File: src/design/otc_pkg.sv
package otc_pkg;

    // result kinds (m_tuser)
    localparam logic [1:0] KIND_APPLY    = 2'd0;
    localparam logic [1:0] KIND_CONTINUE = 2'd1;
    localparam logic [1:0] KIND_SUCCESS  = 2'd2;
    localparam logic [1:0] KIND_ERROR    = 2'd3;

    // request commands (s_tuser)
    localparam logic CMD_BEGIN = 1'b0;
    localparam logic CMD_EDGE  = 1'b1;

    // line levels
    localparam logic LEVEL_LOW  = 1'b0;
    localparam logic LEVEL_HIGH = 1'b1;

    // register indexes (paddr[3:2])
    localparam logic [1:0] REG_EXPECTED_COUNT = 2'd0;
    localparam logic [1:0] REG_MIN_PULSE      = 2'd1;
    localparam logic [1:0] REG_OPERATING_TRIM = 2'd2;
    localparam logic [1:0] REG_MAX_ROUNDS     = 2'd3;

    // register reset values
    localparam logic [15:0] EXPECTED_COUNT_RST = 16'd8229;
    localparam logic [15:0] MIN_PULSE_RST      = 16'd300;
    localparam logic [7:0]  OPERATING_TRIM_RST = 8'd0;
    localparam logic [5:0]  MAX_ROUNDS_RST     = 6'd31;

    // best error at session start
    localparam logic [15:0] LEAST_ERROR_INIT = 16'hFFFF;

    // one result item
    typedef struct packed {
        logic [1:0]  kind;
        logic [7:0]  trim_to_apply;
        logic [7:0]  best_trim;
        logic [15:0] best_error;
        logic [7:0]  correction_delta;
    } result_t;

endpackage

File: src/design/oscillator_trim_calibrator.sv
// Oscillator trim calibrator.
// Requests enter on the s_ stream: s_tuser is the command (0 begin a sweep
// round, 1 line edge event), s_tdata carries restart, the new line level and
// the 16-bit timestamp of the edge. A begin starts a sweep of STEPS_PER_ROUND
// measurements; each one finds a sync low pulse of at least min_pulse counts,
// then the remaining low pulses of the reference pattern, compares the span
// with expected_count and keeps the best trim. Results leave on the m_ stream:
// m_tuser is the kind (apply trim, round continue, success, error), m_tdata
// the trims, best error and correction delta. Edges that finish nothing give
// no result.
// A request is registered at the input, and its result is loaded into the
// output register once that register is free or is being read.
// Throughput: one request per cycle while the receiver does not stall, set by
// the combinational subtract, absolute value and compare that closes a measurement.
// When the receiver stalls the result is held in the output register and one
// more request may wait in the input register; s_tready drops only then.
// Reset clears the sweep state, the best error to all ones and the registers
// to their defaults. The APB port writes and reads the four registers.
module oscillator_trim_calibrator
    import otc_pkg::*;
#(
    parameter int PULSES_PER_PATTERN = 8,
    parameter int STEPS_PER_ROUND    = 8
)
(
    input  logic        clk,
    input  logic        rst_n,

    input  logic        s_tvalid,
    output logic        s_tready,
    input  logic [23:0] s_tdata,   // restart, line_level, stamp[15:0], zero pad
    input  logic        s_tuser,   // cmd

    output logic        m_tvalid,
    input  logic        m_tready,
    output logic [39:0] m_tdata,   // trim_to_apply, best_trim, best_error, correction_delta
    output logic [1:0]  m_tuser,   // kind

    input  logic        psel,
    input  logic        penable,
    input  logic        pwrite,
    input  logic [3:0]  paddr,
    input  logic [31:0] pwdata,
    output logic [31:0] prdata,
    output logic        pready
);

    localparam int PC_W = $clog2(PULSES_PER_PATTERN + 1);
    localparam int MI_W = $clog2(STEPS_PER_ROUND + 1);

    localparam logic [2:0] PH_IDLE      = 3'd0;
    localparam logic [2:0] PH_SYNC_FALL = 3'd1;
    localparam logic [2:0] PH_SYNC_RISE = 3'd2;
    localparam logic [2:0] PH_MEAS_FALL = 3'd3;
    localparam logic [2:0] PH_MEAS_RISE = 3'd4;

    // configuration registers
    logic [15:0] expected_count_reg;
    logic [15:0] min_pulse_reg;
    logic [7:0]  operating_trim_reg;
    logic [5:0]  max_rounds_reg;

    // input register
    logic        in_valid_reg;
    logic        in_cmd_reg;
    logic        in_restart_reg;
    logic        in_level_reg;
    logic [15:0] in_stamp_reg;

    // sweep state
    logic [2:0]      phase_reg, phase_next;
    logic [PC_W-1:0] pulse_count_reg, pulse_count_next;
    logic [15:0]     pattern_start_reg, pattern_start_next;
    logic [15:0]     fall_stamp_reg, fall_stamp_next;
    logic [7:0]      sweep_trim_reg, sweep_trim_next;
    logic [MI_W-1:0] measure_index_reg, measure_index_next;
    logic [5:0]      round_count_reg, round_count_next;
    logic [15:0]     least_error_reg, least_error_next;
    logic [7:0]      least_trim_reg, least_trim_next;

    // output register
    logic    out_valid_reg;
    result_t out_reg;

    logic    advance;
    logic    cfg_write;
    logic    emit;
    result_t res;

    // measurement arithmetic
    logic [15:0]     span;
    logic [15:0]     err;
    logic [15:0]     low_pulse;
    logic [PC_W-1:0] pulse_inc;
    logic [MI_W-1:0] index_inc;
    logic [7:0]      trim_inc;

    assign advance   = in_valid_reg && (!out_valid_reg || m_tready);
    assign s_tready  = !in_valid_reg || advance;
    assign m_tvalid  = out_valid_reg;
    assign m_tuser   = out_reg.kind;
    assign m_tdata   = {out_reg.correction_delta, out_reg.best_error,
                        out_reg.best_trim, out_reg.trim_to_apply};
    assign pready    = 1'b1;
    assign cfg_write = psel && penable && pwrite;

    // register read
    always_comb
    begin
        unique case (paddr[3:2])
            REG_EXPECTED_COUNT: prdata = {16'd0, expected_count_reg};
            REG_MIN_PULSE:      prdata = {16'd0, min_pulse_reg};
            REG_OPERATING_TRIM: prdata = {24'd0, operating_trim_reg};
            REG_MAX_ROUNDS:     prdata = {26'd0, max_rounds_reg};
            default:            prdata = 32'd0;
        endcase
    end

    // register write
    always_ff @(posedge clk or negedge rst_n)
    begin
        if (!rst_n)
        begin
            expected_count_reg <= EXPECTED_COUNT_RST;
            min_pulse_reg      <= MIN_PULSE_RST;
            operating_trim_reg <= OPERATING_TRIM_RST;
            max_rounds_reg     <= MAX_ROUNDS_RST;
        end
        else if (cfg_write)
        begin
            unique case (paddr[3:2])
                REG_EXPECTED_COUNT: expected_count_reg <= pwdata[15:0];
                REG_MIN_PULSE:      min_pulse_reg      <= pwdata[15:0];
                REG_OPERATING_TRIM: operating_trim_reg <= pwdata[7:0];
                REG_MAX_ROUNDS:     max_rounds_reg     <= pwdata[5:0];
                default:            ;
            endcase
        end
    end

    // input register
    always_ff @(posedge clk or negedge rst_n)
    begin
        if (!rst_n)
        begin
            in_valid_reg <= 1'b0;
        end
        else if (s_tready)
        begin
            in_valid_reg <= s_tvalid;
        end
    end

    always_ff @(posedge clk)
    begin
        if (s_tready && s_tvalid)
        begin
            in_cmd_reg     <= s_tuser;
            in_restart_reg <= s_tdata[0];
            in_level_reg   <= s_tdata[1];
            in_stamp_reg   <= s_tdata[17:2];
        end
    end

    // span error and increments
    assign span      = in_stamp_reg - pattern_start_reg;
    assign err       = (span > expected_count_reg) ? (span - expected_count_reg)
                                                   : (expected_count_reg - span);
    assign low_pulse = in_stamp_reg - fall_stamp_reg;
    assign pulse_inc = pulse_count_reg + PC_W'(1);
    assign index_inc = measure_index_reg + MI_W'(1);
    assign trim_inc  = sweep_trim_reg + 8'd1;

    // next state and result
    always_comb
    begin
        phase_next         = phase_reg;
        pulse_count_next   = pulse_count_reg;
        pattern_start_next = pattern_start_reg;
        fall_stamp_next    = fall_stamp_reg;
        sweep_trim_next    = sweep_trim_reg;
        measure_index_next = measure_index_reg;
        round_count_next   = round_count_reg;
        least_error_next   = least_error_reg;
        least_trim_next    = least_trim_reg;
        emit               = 1'b0;
        res.kind           = KIND_APPLY;
        res.trim_to_apply  = sweep_trim_reg;
        res.correction_delta = 8'd0;

        if (in_cmd_reg == CMD_BEGIN)
        begin
            emit = 1'b1;
            if (!in_restart_reg && (round_count_reg > max_rounds_reg))
            begin
                // session exhausted
                phase_next         = PH_IDLE;
                measure_index_next = '0;
                res.kind           = KIND_ERROR;
                res.trim_to_apply  = operating_trim_reg;
            end
            else
            begin
                if (in_restart_reg)
                begin
                    round_count_next = 6'd0;
                    sweep_trim_next  = 8'd0;
                    least_error_next = LEAST_ERROR_INIT;
                end
                measure_index_next = '0;
                pulse_count_next   = '0;
                phase_next         = PH_SYNC_FALL;
                res.kind           = KIND_APPLY;
                res.trim_to_apply  = in_restart_reg ? 8'd0 : sweep_trim_reg;
            end
        end
        else
        begin
            unique case (phase_reg)
                PH_SYNC_FALL:
                begin
                    if (in_level_reg == LEVEL_LOW)
                    begin
                        fall_stamp_next = in_stamp_reg;
                        phase_next      = PH_SYNC_RISE;
                    end
                end
                PH_SYNC_RISE:
                begin
                    if (in_level_reg == LEVEL_HIGH)
                    begin
                        if (low_pulse < min_pulse_reg)
                        begin
                            phase_next = PH_SYNC_FALL;
                        end
                        else
                        begin
                            pattern_start_next = fall_stamp_reg;
                            pulse_count_next   = PC_W'(1);
                            phase_next         = PH_MEAS_FALL;
                        end
                    end
                end
                PH_MEAS_FALL:
                begin
                    if (in_level_reg == LEVEL_LOW)
                    begin
                        fall_stamp_next = in_stamp_reg;
                        phase_next      = PH_MEAS_RISE;
                    end
                end
                PH_MEAS_RISE:
                begin
                    if (in_level_reg == LEVEL_HIGH)
                    begin
                        if (pulse_inc >= PC_W'(PULSES_PER_PATTERN))
                        begin
                            // pattern complete: score this trim and step on
                            pulse_count_next = '0;
                            emit             = 1'b1;
                            if (err < least_error_reg)
                            begin
                                least_error_next = err;
                                least_trim_next  = sweep_trim_reg;
                            end
                            sweep_trim_next = trim_inc;
                            if (index_inc < MI_W'(STEPS_PER_ROUND))
                            begin
                                measure_index_next = index_inc;
                                phase_next         = PH_SYNC_FALL;
                                res.kind           = KIND_APPLY;
                                res.trim_to_apply  = trim_inc;
                            end
                            else
                            begin
                                measure_index_next = '0;
                                phase_next         = PH_IDLE;
                                if (round_count_reg < max_rounds_reg)
                                begin
                                    round_count_next  = round_count_reg + 6'd1;
                                    res.kind          = KIND_CONTINUE;
                                    res.trim_to_apply = operating_trim_reg;
                                end
                                else
                                begin
                                    res.kind             = KIND_SUCCESS;
                                    res.trim_to_apply    = least_trim_next;
                                    res.correction_delta =
                                        least_trim_next - operating_trim_reg;
                                end
                            end
                        end
                        else
                        begin
                            pulse_count_next = pulse_inc;
                            phase_next       = PH_MEAS_FALL;
                        end
                    end
                end
                default:
                begin
                    // idle: edges are ignored
                end
            endcase
        end

        res.best_trim  = least_trim_next;
        res.best_error = least_error_next;
    end

    // sweep state update
    always_ff @(posedge clk or negedge rst_n)
    begin
        if (!rst_n)
        begin
            phase_reg         <= PH_IDLE;
            pulse_count_reg   <= '0;
            pattern_start_reg <= 16'd0;
            fall_stamp_reg    <= 16'd0;
            sweep_trim_reg    <= 8'd0;
            measure_index_reg <= '0;
            round_count_reg   <= 6'd0;
            least_error_reg   <= LEAST_ERROR_INIT;
            least_trim_reg    <= 8'd0;
        end
        else if (advance)
        begin
            phase_reg         <= phase_next;
            pulse_count_reg   <= pulse_count_next;
            pattern_start_reg <= pattern_start_next;
            fall_stamp_reg    <= fall_stamp_next;
            sweep_trim_reg    <= sweep_trim_next;
            measure_index_reg <= measure_index_next;
            round_count_reg   <= round_count_next;
            least_error_reg   <= least_error_next;
            least_trim_reg    <= least_trim_next;
        end
    end

    // output register
    always_ff @(posedge clk or negedge rst_n)
    begin
        if (!rst_n)
        begin
            out_valid_reg <= 1'b0;
        end
        else if (advance)
        begin
            out_valid_reg <= emit;
        end
        else if (m_tready)
        begin
            out_valid_reg <= 1'b0;
        end
    end

    always_ff @(posedge clk)
    begin
        if (advance && emit)
        begin
            out_reg <= res;
        end
    end

`ifndef SYNTHESIS
    // sweep never runs past its last step
    a_index_range: assert property (@(posedge clk) disable iff (!rst_n)
        measure_index_reg < MI_W'(STEPS_PER_ROUND))
        else $error("measure index out of range");

    // while counting pattern pulses the count lies inside the pattern
    a_pulse_range: assert property (@(posedge clk) disable iff (!rst_n)
        (phase_reg == PH_MEAS_FALL || phase_reg == PH_MEAS_RISE) |->
        (pulse_count_reg != '0 && pulse_count_reg < PC_W'(PULSES_PER_PATTERN)))
        else $error("pulse count out of range in measurement");

    // input side stalls only when both stages are occupied
    a_stall_cause: assert property (@(posedge clk) disable iff (!rst_n)
        !s_tready |-> (in_valid_reg && out_valid_reg && !m_tready))
        else $error("request stalled without a full pipeline");

    // success always reports the best trim as the trim to apply
    a_success_trim: assert property (@(posedge clk) disable iff (!rst_n)
        (m_tvalid && m_tuser == KIND_SUCCESS) |-> (m_tdata[7:0] == m_tdata[15:8]))
        else $error("success result with trim other than best trim");
`endif

endmodule
File: config.mk
export PLATFORM = sky130hd
export DESIGN_NAME = oscillator_trim_calibrator
export DESIGN_NICKNAME = d
export VERILOG_FILES = /design/src/design/otc_pkg.sv /design/src/design/oscillator_trim_calibrator.sv
export SDC_FILE = /design/constraint.sdc
export NUM_CORES = 1
export LEC_CHECK = 0
export BUFFER_PORTS_ARGS = -buffer_cell sky130_fd_sc_hd__buf_2
export CAP_MARGIN = 5
export CORE_ASPECT_RATIO = 1.75
export CORE_MARGIN = 10
export CORE_UTILIZATION = 40
export DETAILED_ROUTE_END_ITERATION = 8
export SLEW_MARGIN = 20
export SYNTH_ARGS = -nofsm -noshare
export SYNTH_HDL_FRONTEND = slang
export SYNTH_SLANG_ARGS = --single-unit
File: constraint.sdc
create_clock -name clk -period 18 [get_ports clk]
set_input_delay 3.6 -clock clk [delete_from_list [all_inputs] [get_ports clk]]
set_output_delay 3.6 -clock clk [all_outputs]
set_load 0.05 [all_outputs]
==> summary.md <==
| Metric | Value |
|---|---|
| Status | `finished clean` |
| Layout cell share with drive strength beyond 1 | `0.171` |
| Fin crit share | `0.555` |
| Startpoint Class | `flop` |
| TNS Setup | `0 ns` |
| Dominant cells by area after synthesis | `dfrtp_1, edfxtp_1, ha_1, dfstp_2, o21ai_0` |
| Leakage | `6.47 nW` |
| Area of the multi-input gates | `0.00664 mm2` |
| CTS max path bufs | `2` |
| GPL Wtd Cong | `0.940` |
| Vias per inst | `5.35` |
| Total congestion overflow | `0` |
| Register Area | `0.00507 mm2` |
| Post-synth top area share | `0.198` |
| Post-cts sizing count | `0` |
| Slew @ Worst Pin | `0.975 ns` |
| Post-Synthesis Cells | `1,325` |
| Top-level port count | `145` |
| Crit path max fanout | `20` |
| Initial Util | `0.406` |
| Row count | `85` |
| Worst-skew pair later-pin latency | `0.46 ns` |
| Post-synthesis register bit count | `189` |
| HP Class | `reg -> reg` |
| Final setup violating endpoints | `0` |
| Post-DRT Antenna Nets | `0` |
| Number of global-route vias before repair | `9,829` |
| Pwr dens | `192 mW/mm2` |
| Slowest-stage cell, CP | `or4_4` |
| Overall Global Routing Usage | `0.161` |
| Vias post-DR | `9,670` |
| Area Growth Syn to Fin | `11.0%` |
| Worst Path Required | `18.31 ns` |
| Total power | `2.68 mW` |
| TritonCTS Buffers | `17` |
| Max IR drop VDD | `93.7 uV` |
| Skew final | `0.0102 ns` |
| Initial antenna violation count | `1` |
| WS Path Type | `reg -> reg` |
| Max FFs per register | `40` |
| Post-DR wirelength/cell | `17.3 um` |
| Input/output buffers | `103` |
| Post-synth ARST share | `0.677` |
| First-pass GRT wire length | `50,900 um` |
| Full die area | `0.0391 mm2` |
| RSZ-0062 raised after global routing | `false` |
| Critical path arrival | `10.29 ns` |
| Fmax | `100 MHz` |
| Worst Hold Margin | `0.504 ns` |
| Slew Limit Fails | `0` |
| CTS tree | `done` |
| Final Net Count | `1,584` |
| Largest net degree at the start of global routing | `50` |
| YS warnings | `0` |
| Number of synthesized flops with an enable pin | `61` |
| Max-slew headroom | `0.350` |
| Most frequent cells in the layout | `inv_1, nand2_1, o21ai_0` |
| Filler cell count | `3,024` |
| Area leader, netlist | `dfrtp_1` |
| CORE AREA | `0.0308 mm2` |
| Die Span X | `154 um` |
| Dominant synthesized flop cell | `dfrtp_1` |
| Area of the mapped netlist | `0.0125 mm2` |
| Post-synthesis sequential area ratio | `0.405` |
| Avg Inst Size Synth | `9.46 um2` |
| Critical path capture point type | `flop` |
| Final Hold Vio Count | `0` |
| ANT cells | `0` |
| Netlist cell types | `77` |
| Post-CTS setup buffers | `0` |
| Post-DP HPWL | `24,800 um` |
| Cts hold-fix bufs | `0` |
| CTS Sinks | `189` |
| CTS clock-pin slew for the worst setup and hold paths | `0.07 ns` |
| Max-cap viol count | `0` |
| CTS H-tree depth | `4` |
| Clock root buffer | `clkbuf_16` |
| Tmin final | `9.98 ns` |
| Final WL | `31,300 um` |
| Pre-antenna DRT Iters | `5` |
| Post-route DRC | `0` |
| Initial DRC Count | `412` |
| Height of the die | `254 um` |
| Largest stage delay, worst path | `0.62 ns` |
## power by group
part	switching, mW	internal, mW	leakage (nW)
Combinational	0.988	0.682	4.14
Clock	0.185	0.196	0.284
Sequential	0.0778	0.547	2.04
## layout make-up
type,instances,share of cell area
Clock buffer,18,0.0308
Multi-Input combinational cell,939,0.477
Inverter,145,0.0391
Sequential cell,189,0.365
Timing Repair Buffer,113,0.0426
Clock inverter,14,0.0108
Tap cell,391,0.0352
## cells in the mapped netlist (3+ instances only)
cell,n
o21bai_1,6
a21oi_1,75
nand3_1,24
or3_1,7
fa_1,5
edfxtp_1,61
mux4_2,6
xor2_1,18
nor3_1,26
a22oi_1,5
a31o_2,3
a32o_1,3
xnor2_1,38
nand2b_1,13
o211ai_1,6
nor2b_1,16
and2_1,5
nor3b_1,3
o21a_1,7
a21boi_0,9
buf_2,5
o21ai_0,113
buf_4,17
or2_2,3
dfrtp_1,99
o31ai_1,5
and3_1,5
a31oi_1,10
o21ai_1,3
clkbuf_1,40
nand4_1,11
inv_1,144
mux2_2,42
a21o_1,31
a221o_1,5
o22ai_1,4
ha_1,106
nand2_1,144
a22o_1,4
nor2_1,68
nand3b_1,3
mux2i_1,44
a211oi_1,8
o22a_1,8
dfstp_2,29
## metrics by stage
stage	cell area [um2]	cells	setup slack [ns]	utilization
final	13900	1809	8.02	0.451
after global routing	13900	1809	7.22	0.451
after CTS	13900	1809	8.01	0.451
after detailed placement	13300	1777	8.05	0.432
after global placement	13300	1777	8.13	0.432
after floorplan	12600	1340	9.12	-
## worst max-delay path, delay by kind of cell, from the launching register on
family | cells | cell delay (ns)
AOI/OAI and AO/OA | 17 | 4.44
and+or+nand+nor | 8 | 2.26
muxes | 3 | 1.04
DFF | 1 | 0.50
xor gates and xnor gates | 1 | 0.19
adders and majority gates | 4 | 1.38
## cell families after synthesis
| logic type | Yosys count | synth area share |
|---|---|---|
| simple gates | 336 | 0.123 |
| compound gates | 326 | 0.163 |
| buf+inv | 212 | 0.0713 |
| flops | 189 | 0.405 |
| fa+ha+maj | 112 | 0.115 |
| mux | 92 | 0.0837 |
| xor+xnor | 56 | 0.0391 |
| other cells | 2 | 0.000599 |
## path summary, 6_finish.rpt
path	to	depth (start not counted)	slack (ns)	startpoint
max	m_tdata[39]$_SDFFCE_PP0P_	33	8.02	in_stamp_reg[1]$_DFFE_PP_
min	fall_stamp_reg[14]$_DFFE_PN0P_	1	0.50	fall_stamp_reg[14]$_DFFE_PN0P_
max reg2reg	m_tdata[39]$_SDFFCE_PP0P_	33	8.02	in_stamp_reg[1]$_DFFE_PP_
min reg2reg	fall_stamp_reg[14]$_DFFE_PN0P_	1	0.50	fall_stamp_reg[14]$_DFFE_PN0P_
max in group asynchronous	round_count_reg[3]$_DFFE_PN0P_	3	13.22	rst_n
min in group asynchronous	fall_stamp_reg[14]$_DFFE_PN0P_	1	3.12	rst_n
## routing by layer
metal	vias up	share of wire	global-route usage
li1	4747	-	-
met1	4619	0.40	0.173
met2	228	0.53	0.293
met3	74	0.036	0.0332
met4	2	0.038	0.0774
met5	-	0.00022	0
(Power assumes the default switching activity.)
